**src/rtl/assert_macros.svh**
```systemverilog
// Assertion macros used by the timer bank controller
`ifndef ASSERT_MACROS_SVH
`define ASSERT_MACROS_SVH

// Property must hold at every clock edge outside reset
`define STB_ASSERT(label, prop, msg) \
    label: assert property (@(posedge aclk) disable iff (!aresetn) prop) else $error(msg);

// Condition must never be true outside reset
`define STB_NEVER(label, cond, msg) \
    label: assert property (@(posedge aclk) disable iff (!aresetn) !(cond)) else $error(msg);

`endif

```
**src/rtl/stb_pkg.sv**
```systemverilog
// Types and constants shared by the timer bank controller and datapath
package stb_pkg;

    localparam int TIMER_SLOTS = 8;
    localparam int MAX_RESULTS = 8;
    localparam int SLOT_W      = (TIMER_SLOTS > 1) ? $clog2(TIMER_SLOTS) : 1;
    localparam int CNT_W       = $clog2(MAX_RESULTS + 1);
    localparam int KIND_W      = 3;
    localparam int KEY_W       = 16;
    localparam int VAL_W       = 32;
    localparam int DATA_W      = 56;

    localparam logic [KIND_W-1:0] KIND_TICK    = 3'd0;
    localparam logic [KIND_W-1:0] KIND_CREATE  = 3'd1;
    localparam logic [KIND_W-1:0] KIND_DELETE  = 3'd2;
    localparam logic [KIND_W-1:0] KIND_GET     = 3'd3;
    localparam logic [KIND_W-1:0] KIND_SERVICE = 3'd4;

    // What the result register is loaded with
    typedef enum logic [1:0] {
        RES_OK,
        RES_ERR,
        RES_COUNT,
        RES_FIRED
    } res_sel_t;

    typedef struct packed {
        logic     load;
        logic     idx_clr;
        logic     idx_inc;
        logic     tick_upd;
        logic     del_slot;
        logic     claim_slot;
        logic     svc_clr;
        logic     res_load;
        res_sel_t res_sel;
        logic     res_last;
    } stb_cmd_t;

    typedef struct packed {
        logic key_hit;
        logic slot_en;
        logic slot_pend;
        logic idx_last;
        logic pend_above;
        logic out_busy;
    } stb_sts_t;

endpackage

```
**src/rtl/stb_datapath.sv**
```systemverilog
// Slot register file, slot walk pointer, command capture and result register
module stb_datapath
    import stb_pkg::*;
(
    input  logic              aclk,
    input  logic              aresetn,
    input  stb_cmd_t          cmd,
    output stb_sts_t          sts,
    input  logic [DATA_W-1:0] s_tdata,
    output logic              m_tvalid,
    input  logic              m_tready,
    output logic [DATA_W-1:0] m_tdata,   // status, count_value[32:1], fired_key[48:33]
    output logic              m_tuser,   // fired
    output logic              m_tlast
);

    logic [TIMER_SLOTS-1:0] en_reg;
    logic [TIMER_SLOTS-1:0] pend_reg;
    logic [TIMER_SLOTS-1:0] os_reg;
    logic [VAL_W-1:0]       period_reg [TIMER_SLOTS];
    logic [VAL_W-1:0]       count_reg  [TIMER_SLOTS];
    logic [KEY_W-1:0]       key_reg    [TIMER_SLOTS];

    logic [SLOT_W-1:0]      idx_reg;
    logic                   os_in_reg;
    logic [VAL_W-1:0]       period_in_reg;
    logic [KEY_W-1:0]       key_in_reg;

    logic                   m_tvalid_reg;
    logic [DATA_W-1:0]      m_tdata_reg;
    logic [DATA_W-1:0]      m_tdata_next;
    logic                   m_tuser_reg;
    logic                   m_tuser_next;
    logic                   m_tlast_reg;

    logic [TIMER_SLOTS-1:0] above_mask;
    logic [VAL_W-1:0]       cur_count;
    logic                   cur_due;

    assign cur_count = count_reg[idx_reg];
    assign cur_due   = (cur_count >= period_reg[idx_reg]);

    always_comb begin
        for (int j = 0; j < TIMER_SLOTS; j++) begin
            above_mask[j] = (SLOT_W'(j) > idx_reg);
        end
    end

    always_comb begin
        sts.key_hit    = (key_reg[idx_reg] == key_in_reg);
        sts.slot_en    = en_reg[idx_reg];
        sts.slot_pend  = pend_reg[idx_reg];
        sts.idx_last   = (idx_reg == SLOT_W'(TIMER_SLOTS - 1));
        sts.pend_above = |(pend_reg & above_mask);
        sts.out_busy   = m_tvalid_reg && !m_tready;
    end

    // Slot state: one slot touched per cycle, at the walk pointer
    always_ff @(posedge aclk) begin
        if (!aresetn) begin
            en_reg   <= '0;
            pend_reg <= '0;
            os_reg   <= '0;
            for (int i = 0; i < TIMER_SLOTS; i++) begin
                period_reg[i] <= '0;
                count_reg[i]  <= '0;
                key_reg[i]    <= '0;
            end
        end else begin
            if (cmd.tick_upd && en_reg[idx_reg]) begin
                if (cur_due) begin
                    if (os_reg[idx_reg]) begin
                        en_reg[idx_reg] <= 1'b0;
                    end
                    pend_reg[idx_reg]  <= 1'b1;
                    count_reg[idx_reg] <= '0;
                end else begin
                    count_reg[idx_reg] <= cur_count + VAL_W'(1);
                end
            end
            if (cmd.del_slot) begin
                en_reg[idx_reg]   <= 1'b0;
                pend_reg[idx_reg] <= 1'b0;
            end
            if (cmd.claim_slot) begin
                en_reg[idx_reg]     <= 1'b1;
                pend_reg[idx_reg]   <= 1'b0;
                os_reg[idx_reg]     <= os_in_reg;
                period_reg[idx_reg] <= period_in_reg;
                key_reg[idx_reg]    <= key_in_reg;
                count_reg[idx_reg]  <= '0;
            end
            if (cmd.svc_clr) begin
                pend_reg[idx_reg] <= 1'b0;
            end
        end
    end

    always_ff @(posedge aclk) begin
        if (!aresetn) begin
            idx_reg <= '0;
        end else if (cmd.idx_clr) begin
            idx_reg <= '0;
        end else if (cmd.idx_inc) begin
            idx_reg <= idx_reg + SLOT_W'(1);
        end
    end

    // Capture the operands of the accepted transaction
    always_ff @(posedge aclk) begin
        if (cmd.load) begin
            os_in_reg     <= s_tdata[0];
            period_in_reg <= s_tdata[32:1];
            key_in_reg    <= s_tdata[48:33];
        end
    end

    always_ff @(posedge aclk) begin
        if (!aresetn) begin
            m_tvalid_reg <= 1'b0;
        end else if (cmd.res_load) begin
            m_tvalid_reg <= 1'b1;
        end else if (m_tready) begin
            m_tvalid_reg <= 1'b0;
        end
    end

    always_comb begin
        m_tdata_next = '0;
        m_tuser_next = 1'b0;
        unique case (cmd.res_sel)
            RES_OK: begin
            end
            RES_ERR: begin
                m_tdata_next[0] = 1'b1;
            end
            RES_COUNT: begin
                m_tdata_next[32:1] = cur_count;
            end
            RES_FIRED: begin
                m_tuser_next        = 1'b1;
                m_tdata_next[48:33] = key_reg[idx_reg];
            end
            default: begin
            end
        endcase
    end

    always_ff @(posedge aclk) begin
        if (cmd.res_load) begin
            m_tdata_reg <= m_tdata_next;
            m_tuser_reg <= m_tuser_next;
            m_tlast_reg <= cmd.res_last;
        end
    end

    assign m_tvalid = m_tvalid_reg;
    assign m_tdata  = m_tdata_reg;
    assign m_tuser  = m_tuser_reg;
    assign m_tlast  = m_tlast_reg;

endmodule

```
**src/rtl/stb_ctrl.sv**
```systemverilog
// Command sequencer: walks the slot bank one slot per cycle, stalled by out_busy
`include "assert_macros.svh"

module stb_ctrl
    import stb_pkg::*;
(
    input  logic              aclk,
    input  logic              aresetn,
    input  logic              s_tvalid,
    output logic              s_tready,
    input  logic [KIND_W-1:0] s_tuser,   // kind
    input  stb_sts_t          sts,
    output stb_cmd_t          cmd
);

    localparam logic [2:0] ST_IDLE = 3'd0;
    localparam logic [2:0] ST_TICK = 3'd1;
    localparam logic [2:0] ST_DEL  = 3'd2;
    localparam logic [2:0] ST_FREE = 3'd3;
    localparam logic [2:0] ST_GET  = 3'd4;
    localparam logic [2:0] ST_SVC  = 3'd5;

    logic [2:0]       state_reg, state_next;
    logic             create_reg, create_next;
    logic [CNT_W-1:0] svc_cnt_reg, svc_cnt_next;
    logic             svc_last;
    logic             s_acc;

    assign s_tready = (state_reg == ST_IDLE);
    assign s_acc    = s_tvalid && s_tready;
    assign svc_last = !sts.pend_above || (svc_cnt_reg == CNT_W'(MAX_RESULTS - 1));

    always_comb begin
        cmd          = '0;
        cmd.res_sel  = RES_OK;
        state_next   = state_reg;
        create_next  = create_reg;
        svc_cnt_next = svc_cnt_reg;

        unique case (state_reg)
            ST_IDLE: begin
                if (s_tvalid) begin
                    cmd.load     = 1'b1;
                    cmd.idx_clr  = 1'b1;
                    svc_cnt_next = '0;
                    create_next  = (s_tuser == KIND_CREATE);
                    unique case (s_tuser)
                        KIND_TICK:    state_next = ST_TICK;
                        KIND_CREATE:  state_next = ST_DEL;
                        KIND_DELETE:  state_next = ST_DEL;
                        KIND_GET:     state_next = ST_GET;
                        KIND_SERVICE: state_next = ST_SVC;
                        default:      state_next = ST_IDLE;
                    endcase
                end
            end
            ST_TICK: begin
                cmd.tick_upd = 1'b1;
                if (sts.idx_last) begin
                    state_next = ST_IDLE;
                end else begin
                    cmd.idx_inc = 1'b1;
                end
            end
            ST_DEL: begin
                if (sts.key_hit) begin
                    if (create_reg) begin
                        cmd.del_slot = 1'b1;
                        cmd.idx_clr  = 1'b1;
                        state_next   = ST_FREE;
                    end else if (!sts.out_busy) begin
                        cmd.del_slot = 1'b1;
                        cmd.res_load = 1'b1;
                        cmd.res_last = 1'b1;
                        state_next   = ST_IDLE;
                    end
                end else if (sts.idx_last) begin
                    if (create_reg) begin
                        cmd.idx_clr = 1'b1;
                        state_next  = ST_FREE;
                    end else if (!sts.out_busy) begin
                        cmd.res_load = 1'b1;
                        cmd.res_sel  = RES_ERR;
                        cmd.res_last = 1'b1;
                        state_next   = ST_IDLE;
                    end
                end else begin
                    cmd.idx_inc = 1'b1;
                end
            end
            ST_FREE: begin
                if (!sts.slot_en && !sts.slot_pend) begin
                    if (!sts.out_busy) begin
                        cmd.claim_slot = 1'b1;
                        cmd.res_load   = 1'b1;
                        cmd.res_last   = 1'b1;
                        state_next     = ST_IDLE;
                    end
                end else if (sts.idx_last) begin
                    if (!sts.out_busy) begin
                        cmd.res_load = 1'b1;
                        cmd.res_sel  = RES_ERR;
                        cmd.res_last = 1'b1;
                        state_next   = ST_IDLE;
                    end
                end else begin
                    cmd.idx_inc = 1'b1;
                end
            end
            ST_GET: begin
                if (sts.key_hit && sts.slot_en) begin
                    if (!sts.out_busy) begin
                        cmd.res_load = 1'b1;
                        cmd.res_sel  = RES_COUNT;
                        cmd.res_last = 1'b1;
                        state_next   = ST_IDLE;
                    end
                end else if (sts.idx_last) begin
                    if (!sts.out_busy) begin
                        cmd.res_load = 1'b1;
                        cmd.res_last = 1'b1;
                        state_next   = ST_IDLE;
                    end
                end else begin
                    cmd.idx_inc = 1'b1;
                end
            end
            ST_SVC: begin
                if (sts.slot_pend) begin
                    if (!sts.out_busy) begin
                        cmd.svc_clr  = 1'b1;
                        cmd.res_load = 1'b1;
                        cmd.res_sel  = RES_FIRED;
                        cmd.res_last = svc_last;
                        svc_cnt_next = svc_cnt_reg + CNT_W'(1);
                        if (svc_last) begin
                            state_next = ST_IDLE;
                        end else begin
                            cmd.idx_inc = 1'b1;
                        end
                    end
                end else if (sts.idx_last) begin
                    // nothing was pending: report one empty result
                    if (!sts.out_busy) begin
                        cmd.res_load = 1'b1;
                        cmd.res_last = 1'b1;
                        state_next   = ST_IDLE;
                    end
                end else begin
                    cmd.idx_inc = 1'b1;
                end
            end
            default: begin
                state_next = ST_IDLE;
            end
        endcase
    end

    always_ff @(posedge aclk) begin
        if (!aresetn) begin
            state_reg   <= ST_IDLE;
            create_reg  <= 1'b0;
            svc_cnt_reg <= '0;
        end else begin
            state_reg   <= state_next;
            create_reg  <= create_next;
            svc_cnt_reg <= svc_cnt_next;
        end
    end

    `STB_NEVER(a_res_when_busy, cmd.res_load && sts.out_busy, "result loaded over a waiting result")
    `STB_ASSERT(a_tick_walk, (s_acc && s_tuser == KIND_TICK) |=> (state_reg == ST_TICK), "tick did not start a walk")
    `STB_NEVER(a_svc_overrun, svc_cnt_reg > CNT_W'(MAX_RESULTS), "service reported too many slots")
    `STB_NEVER(a_slot_write_idle, (state_reg == ST_IDLE) && (cmd.tick_upd || cmd.del_slot || cmd.claim_slot || cmd.svc_clr), "slot written while idle")

endmodule

```
**src/rtl/soft_timer_bank.sv**
```systemverilog
// Top level of the timer bank: controller and slot datapath
//
// A bank of TIMER_SLOTS timer slots driven by a command stream. Each tick,
// create, delete, get or service transaction is taken with s_tready high and
// then walked over the slot register file one slot per cycle: a tick visits
// every slot, delete and get search for the key, create searches for the key
// and then for a free slot, and service walks until the last pending slot.
// Any cycle in which a new result would have to wait behind an unaccepted one
// stalls the walk. A finished result sits in the output register while the
// next transaction is taken. Service returns one transaction per pending slot
// (m_tuser high), or a single empty one when nothing is pending; m_tlast marks
// the final one.
module soft_timer_bank
    import stb_pkg::*;
(
    input  logic              aclk,
    input  logic              aresetn,
    input  logic              s_tvalid,
    output logic              s_tready,
    input  logic [DATA_W-1:0] s_tdata,   // one_shot, period[32:1], owner_key[48:33]
    input  logic [KIND_W-1:0] s_tuser,   // kind
    output logic              m_tvalid,
    input  logic              m_tready,
    output logic [DATA_W-1:0] m_tdata,   // status, count_value[32:1], fired_key[48:33]
    output logic              m_tuser,   // fired
    output logic              m_tlast
);

    stb_cmd_t cmd;
    stb_sts_t sts;

    stb_ctrl u_ctrl (
        .aclk     (aclk),
        .aresetn  (aresetn),
        .s_tvalid (s_tvalid),
        .s_tready (s_tready),
        .s_tuser  (s_tuser),
        .sts      (sts),
        .cmd      (cmd)
    );

    stb_datapath u_datapath (
        .aclk     (aclk),
        .aresetn  (aresetn),
        .cmd      (cmd),
        .sts      (sts),
        .s_tdata  (s_tdata),
        .m_tvalid (m_tvalid),
        .m_tready (m_tready),
        .m_tdata  (m_tdata),
        .m_tuser  (m_tuser),
        .m_tlast  (m_tlast)
    );

endmodule

```
**config.mk**
```make
export PLATFORM = sky130hd
export DESIGN_NAME = soft_timer_bank
export DESIGN_NICKNAME = d
export VERILOG_FILES = /design/src/rtl/stb_pkg.sv /design/src/rtl/stb_datapath.sv /design/src/rtl/stb_ctrl.sv /design/src/rtl/soft_timer_bank.sv
export VERILOG_INCLUDE_DIRS = /design/src /design/src/rtl
export SDC_FILE = /design/constraint.sdc
export NUM_CORES = 1
export LEC_CHECK = 0
export BUFFER_PORTS_ARGS = -buffer_cell sky130_fd_sc_hd__buf_2
export CAP_MARGIN = 25
export CORE_MARGIN = 1.5
export CORE_UTILIZATION = 35
export DETAILED_ROUTE_END_ITERATION = 8
export GPL_TIMING_DRIVEN = 0
export PLACE_DENSITY = 0.54
export SLEW_MARGIN = 30
export SYNTH_ARGS = -nofsm -noshare
export SYNTH_HDL_FRONTEND = slang
export SYNTH_HIERARCHICAL = 1
export SYNTH_SLANG_ARGS = --single-unit
export TNS_END_PERCENT = 30
```
**constraint.sdc**
```tcl
create_clock -name aclk -period 9.4 [get_ports aclk]
set_input_delay 0.94 -clock aclk [delete_from_list [all_inputs] [get_ports aclk]]
set_output_delay 0.94 -clock aclk [all_outputs]
set_load 0.05 [all_outputs]
```
Yosys cells after proc, flatten, opt, wreduce, memory -nomap -nowiden
Memory sizes are Yosys's and may differ from the RTL's. A register that Yosys moved wholly into a read port is not among the register bits.
Index checks and enable logic that the tools add are counted.
{"block": "word_totals", "register_bits": 136, "latch_bits": 0, "ramBits": 640, "rom_bits": 0, "n_memories": 3}
{"block": "op_classes", "n_addsub": 3, "multipliers": 0, "div_mod_pow": 0, "order_cmp": 11, "eq_ne": 22, "shift": 0, "mux": 119, "bitwise": 12, "reduce_logical": 23}
{"memory": "u_datapath.count_reg", "words": 8, "width": 32, "read_ports": 1, "rd_ports_with_merged_regs": 1, "write_ports": 8, "line_no": "stb_datapath.sv:21", "source": "logic [VAL_W-1:0] count_reg [TIMER_SLOTS];"}
{"memory": "u_datapath.period_reg", "words": 8, "width": 32, "read_ports": 1, "rd_ports_with_merged_regs": 1, "write_ports": 8, "line_no": "stb_datapath.sv:20", "source": "logic [VAL_W-1:0] period_reg [TIMER_SLOTS];"}
{"memory": "u_datapath.key_reg", "words": 8, "width": 16, "read_ports": 1, "rd_ports_with_merged_regs": 1, "write_ports": 8, "line_no": "stb_datapath.sv:22", "source": "logic [KEY_W-1:0] key_reg [TIMER_SLOTS];"}
{"op": "32-bit 2-to-1 mux", "n": 4}
{"op": "8-bit 2-to-1 mux", "n": 15}
{"op": "32-bit OR reduction", "n": 2}
{"op": "3-bit 2-to-1 mux", "n": 21}
{"op": "1-bit 2-to-1 mux", "n": 53}
{"op": "8-bit bitwise AND", "n": 6}
{"op": "32-bit by 1-bit adder with 32-bit output (second input constant)", "n": 1}
{"op": "32-bit greater-or-equal comparator", "n": 1}
{"op": "4-bit 2-to-1 mux", "n": 8}
{"op": "3-bit case mux with 6 select lines", "n": 1}
{"op": "16-bit == test", "n": 1}
{"op": "16-bit 2-to-1 mux", "n": 1}
{"op": "8-bit bitwise OR", "n": 2}
{"op": "4-bit case mux with 4 select lines", "n": 1}
{"op": "16-bit OR reduction", "n": 1}
{"op": "3-bit by 2-bit == test with 1-bit output (second input constant)", "n": 4}
{"op": "3-bit == test (second input constant)", "n": 4}
{"op": "3-bit > comparator (first input constant)", "n": 4}
{"op": "3-bit case mux with 4 select lines", "n": 1}
{"op": "2-bit 2-to-1 mux", "n": 5}
{"op": "1-bit binary-select mux with 3-bit select", "n": 3}
{"op": "8-bit bitwise mux", "n": 1}
{"op": "8-bit inverter", "n": 1}
{"op": "4-bit case mux with 2 select lines", "n": 1}
{"op": "other kinds (30)", "n": 48}

Depth between registers and ports, before layout
{"block": "depth", "word_depth": 16, "ltp_mapped": 21}

Modules after synthesis
Netlist, hierarchy kept.
{"mod": "stb_datapath", "instances": 1, "cells_each": 2247, "area_per_inst_um2": 34272.9, "seq_area_each_um2": 22841.9}
{"mod": "stb_ctrl", "instances": 1, "cells_each": 108, "area_per_inst_um2": 799.5, "seq_area_each_um2": 160.2}

Least setup slack after synthesis
OpenSTA, ideal clock, no wires.
{"block": "synth_path", "path_type": "reg2reg", "from": "register with a tool-made name", "to": "register u_datapath.m_tdata_reg[0], in the netlist u_datapath/m_tdata[0], enable pin", "t_arrival_ps": 5461, "required_time_ps": 8982, "setup_slack_ps": 3521, "stages_incl_launch_ff": 17, "n_path_buf": 7, "period_less_slack_ps": 5879, "cell_sequence": "dfxtp_1 buf_6 buf_12 buf_12 buf_6 buf_4 buf_2 buf_2 mux4_2 mux2i_1 xor2_1 nand4_1 nor4_1 a21oi_2 or4b_4 a21oi_2 nand2b_1"}
{"element": "end signal: assignment", "line_no": "stb_datapath.sv:151", "source": "m_tdata_reg <= m_tdata_next;"}
{"element": "end: declaration", "line_no": "stb_datapath.sv:30", "source": "logic [DATA_W-1:0] m_tdata_reg;"}

==> metrics.md <==
| Metric | Value |
|---|---|
| Max rail drop VDD | around 0.14 mV |
| DRC | 0 |
| Setup Skew | just under 30 ps |
| Drt via density | 5.27 |
| Crit Path Max Fanout | 10 |
| Post-synth top flop | edfxtp_1 |
| Synth top area share | 63.4% |
| Critical path launch point type | register |
| Layout Utilization | around two fifths |
| Largest net degree at the start of global routing | just over 40 |
| Slew headroom | roughly a third |
| Cell Pwr Density | approximately 230 mW/mm^2 |
| Final hold vios | 0 |
| Max_cap viols | 0 |
| Adder-cell area share of the yosys netlist | under 10% |
| Routed wire per std cell | 24.3 um |
| Most used cell, CP | clkbuf_1 |
| Final cell count without fillers | 3940 |
| Post-DP HPWL | roughly 64000 um |
| Status | finished, final reports clean |
| Routed Antenna Nets | 0 |
| Post-Place Cells | 3781 |
| CTS hold repair buffers | 0 |
| P_leak | 14.3 nW |
| CTS Sinks | 779 |
| Synth Instances | approximately 2400 |
| Worst-Skew Late Latency | about 650 ps |
| EDFF count, synth | 740 |
| Share of cells above drive strength 1 | roughly a fifth |
| Hold Crit Class | in2reg |
| Most common library cell in the layout ignoring fill and taps | edfxtp_1 |
| RD Place Congestion | 0.875 |
| Crit-path cells | buf_4 -> buf_1 -> clkbuf_2 -> buf_2 -> clkbuf_1 -> clkbuf_1 -> mux4_2 -> mux2i_1 -> ha_1 -> nand2_1 -> nor2_1 -> a211oi_1 -> o211a_1 -> a311o_1 -> clkbuf_1 -> nand4_1 -> clkbuf_1 -> nor2_1 |
| First-pass GRT wire length | between 100000 and 150000 um |
| Core area | about 0.099 sq mm |
| Antenna fix cells | 0 |
| Required @ worst endpoint | 9870 ps |
| Synthesized flop and latch total | 779 |
| Detailed Routing Iterations Pass 1 | 5 |
| Placed Area | 0.0380 sq mm |
| Syn Area/Cell | about 15 sq um |
| Area Growth Syn to Fin | 16.3% |
| Mux contribution to synthesized area | around 13% |
| Post-Route WL | roughly 96000 um |
| Crit share post-route | roughly 87% |
| 1st-iter DRT viols | 1883 |
| Worst slew pin tran | just under 1000 ps |
| CP arrival | ~8700 ps |
| Die Width | around 320 um |
| Worst setup margin | between 1000 and 1500 ps |
| Row count | 115 |
| Async S/R FF share, synth | 0% |
| Cts bufs inserted | 88 |
| Max Used Layer | met4 |
| Fraction of the mapped netlist area in compound gates | 2.64% |
| Critical path's largest stage delay | between 700 and 800 ps |
| Routed wl met3 | approximately 6000 um |
| Post-cts resize count | 0 |
| Die area | between 0.1 and 0.15 sq mm |
| H-tree Lvls | 3 |
| Final #Nets | roughly 2700 |
| Largest family of logic cells by synthesized area | simple AND/OR/NAND/NOR gates |
| Post-Route M1 WL | slightly above 40000 um |
| Slowest CP cell | clkbuf_1 |
| Crit path capture type | register |
| Clock Root Buffer | clkbuf_16 |
| Boundary pin count | 123 |
| Initial antenna violation count | 0 |
| RSZ-0062 raised after global routing | no |
| Most frequent cells in the layout | edfxtp_1 (740), and2_1 (384), nor2_1 (347), mux4_2 (156), buf_2 (133) |
| Top cells by area, synth | edfxtp_1 (63%), mux4_2 (10%), and2_1 (6.8%), nor2_1 (3.7%), dfxtp_1 (2.2%) |
| Worst-path clk slew | about 60 ps |
| Synthesized area | 0.0351 sq mm |
| CP top delay family | buffers and inverters |
| Synth Area in XOR/XNOR | 1.25% |
| Post-Synth Simple-Gate Area | between 10 and 15% |
| Met2 wire length | roughly 47000 um |
| Design area | 0.0408 sq mm |
| CTS tree | built |
| Cell variety after synth | 69 |
| Most area-hungry cell type in the Yosys netlist | edfxtp_1 |
| Number of global-route vias before repair | 21400 |
| Postcts setup bufs | 0 |
| Crit path kind | reg2reg |
| Buffer and inverter count on the worst path | 8 |
| Sequential fraction of the synthesis area | between 60% and 70% |
| Die H | between 300 and 400 um |
| Final min period | ~8000 ps |
| Final Max Slew Viols | 0 |
| Longest Clk Path Bufs | 3 |
| GRT Overall Usage | about a fifth |
| Max Clock Freq | between 100 and 150 MHz |
| Total number of vias | 20800 |
| Port-buffer cells | 108 |
| Dpl ws | 1310 ps |
| Grt ovf | 0 |
| Final setup fails | 0 |
| Yosys warns | 6 |
| Initial Util | roughly 35% |
## Yosys cell counts, types with 3 or more instances
master    number
buf_4         15
and3_1         6
and2_1       384
a211oi_1      13
o21a_1         5
or3_1          5
nor4_1         7
mux4_1         5
nand3b_1      14
o221a_2        7
a21boi_0       3
nor4_2         4
a21oi_1       26
xor2_1        20
nand2b_1      14
buf_6          4
nor3_1        12
inv_1         38
nor2b_1       16
clkbuf_1     100
mux2_2         8
edfxtp_1     740
ha_1          38
buf_2         22
a32o_1         6
or4_1          5
nor3b_1        3
nand4_1       17
a31oi_1       11
nand3_1       13
nand2_1       54
mux2i_1       78
nor2_1       347
o21ai_0       35
mux4_2       156
buf_1          7
a22oi_1        7
dfxtp_1       39
xnor2_1       30
## power breakdown
group / switching, W / internal [W]
logic: 0.00116 / 0.000747
registers: 0.000142 / 0.00400
clock network: 0.00140 / 0.00200
## stage by stage
| step | setup TNS, ps | power, W | hold slack [ps] |
|---|---|---|---|
| floorplan | 0 | 0.00548 | 444 |
| CTS | 0 | 0.00956 | 428 |
| detailed placement | 0 | 0.00613 | 464 |
| global placement | -5430 | 0.00608 | 463 |
| global route | 0 | 0.00984 | 442 |
| finish | 0 | 0.00944 | 468 |
## final cells by class
cell class | count | area [sq um]
Clock inverter | 47 | 480
Timing Repair Buffer | 133 | 1090
Clock buffer | 112 | 2360
Fill cell | 9055 | 58000
Multi-Input combinational cell | 1393 | 11400
Tap cell | 1287 | 1610
Sequential cell | 779 | 23000
Buffer | 151 | 722
Inverter | 38 | 150
## worst reg2reg max path, cell delays in order, from the launching register on
cell and delay (ps):
dfxtp_1 480, buf_4 290, buf_1 680, clkbuf_2 570, buf_2 640, clkbuf_1 700, clkbuf_1 750, mux4_2 420
mux2i_1 450, ha_1 360, nand2_1 70, nor2_1 40, a211oi_1 320, o211a_1 270, a311o_1 400, clkbuf_1 440
nand4_1 370, clkbuf_1 510, nor2_1 250
## logic make-up after synthesis
| logic type | count (synthesis) |
|---|---|
| buffers and inverters | 189 |
| AND/OR/NAND/NOR | 915 |
| XOR/XNOR | 50 |
| flip-flops | 779 |
| other | 1 |
| AO/OA/AOI/OAI | 136 |
| adder cells (fa/ha/maj) | 38 |
| multiplexers | 247 |
## final timing paths
| check | startpoint | end | slack [ps] | depth (start not counted) |
|---|---|---|---|---|
| worst max register to register | register | u_datapath/count_reg[5][12] | 1220 | 18 |
| worst min register to register | u_datapath/os_reg[5] | u_datapath/os_reg[5] | 480 | 1 |
| worst max-delay path | register | u_datapath/count_reg[5][12] | 1220 | 18 |
| worst min-delay path | s_tdata[37] | u_datapath/key_in_reg[4] | 470 | 1 |
## routing by layer
metal / global-route usage (%) / up-vias
met5: 0 / -
met4: 6.06 / 0
met3: 2.46 / 152
met2: 31.5 / 723
met1: 24.9 / 10700
li1: - / 9184
No activity file was read; power rests on OpenSTA's default activity.
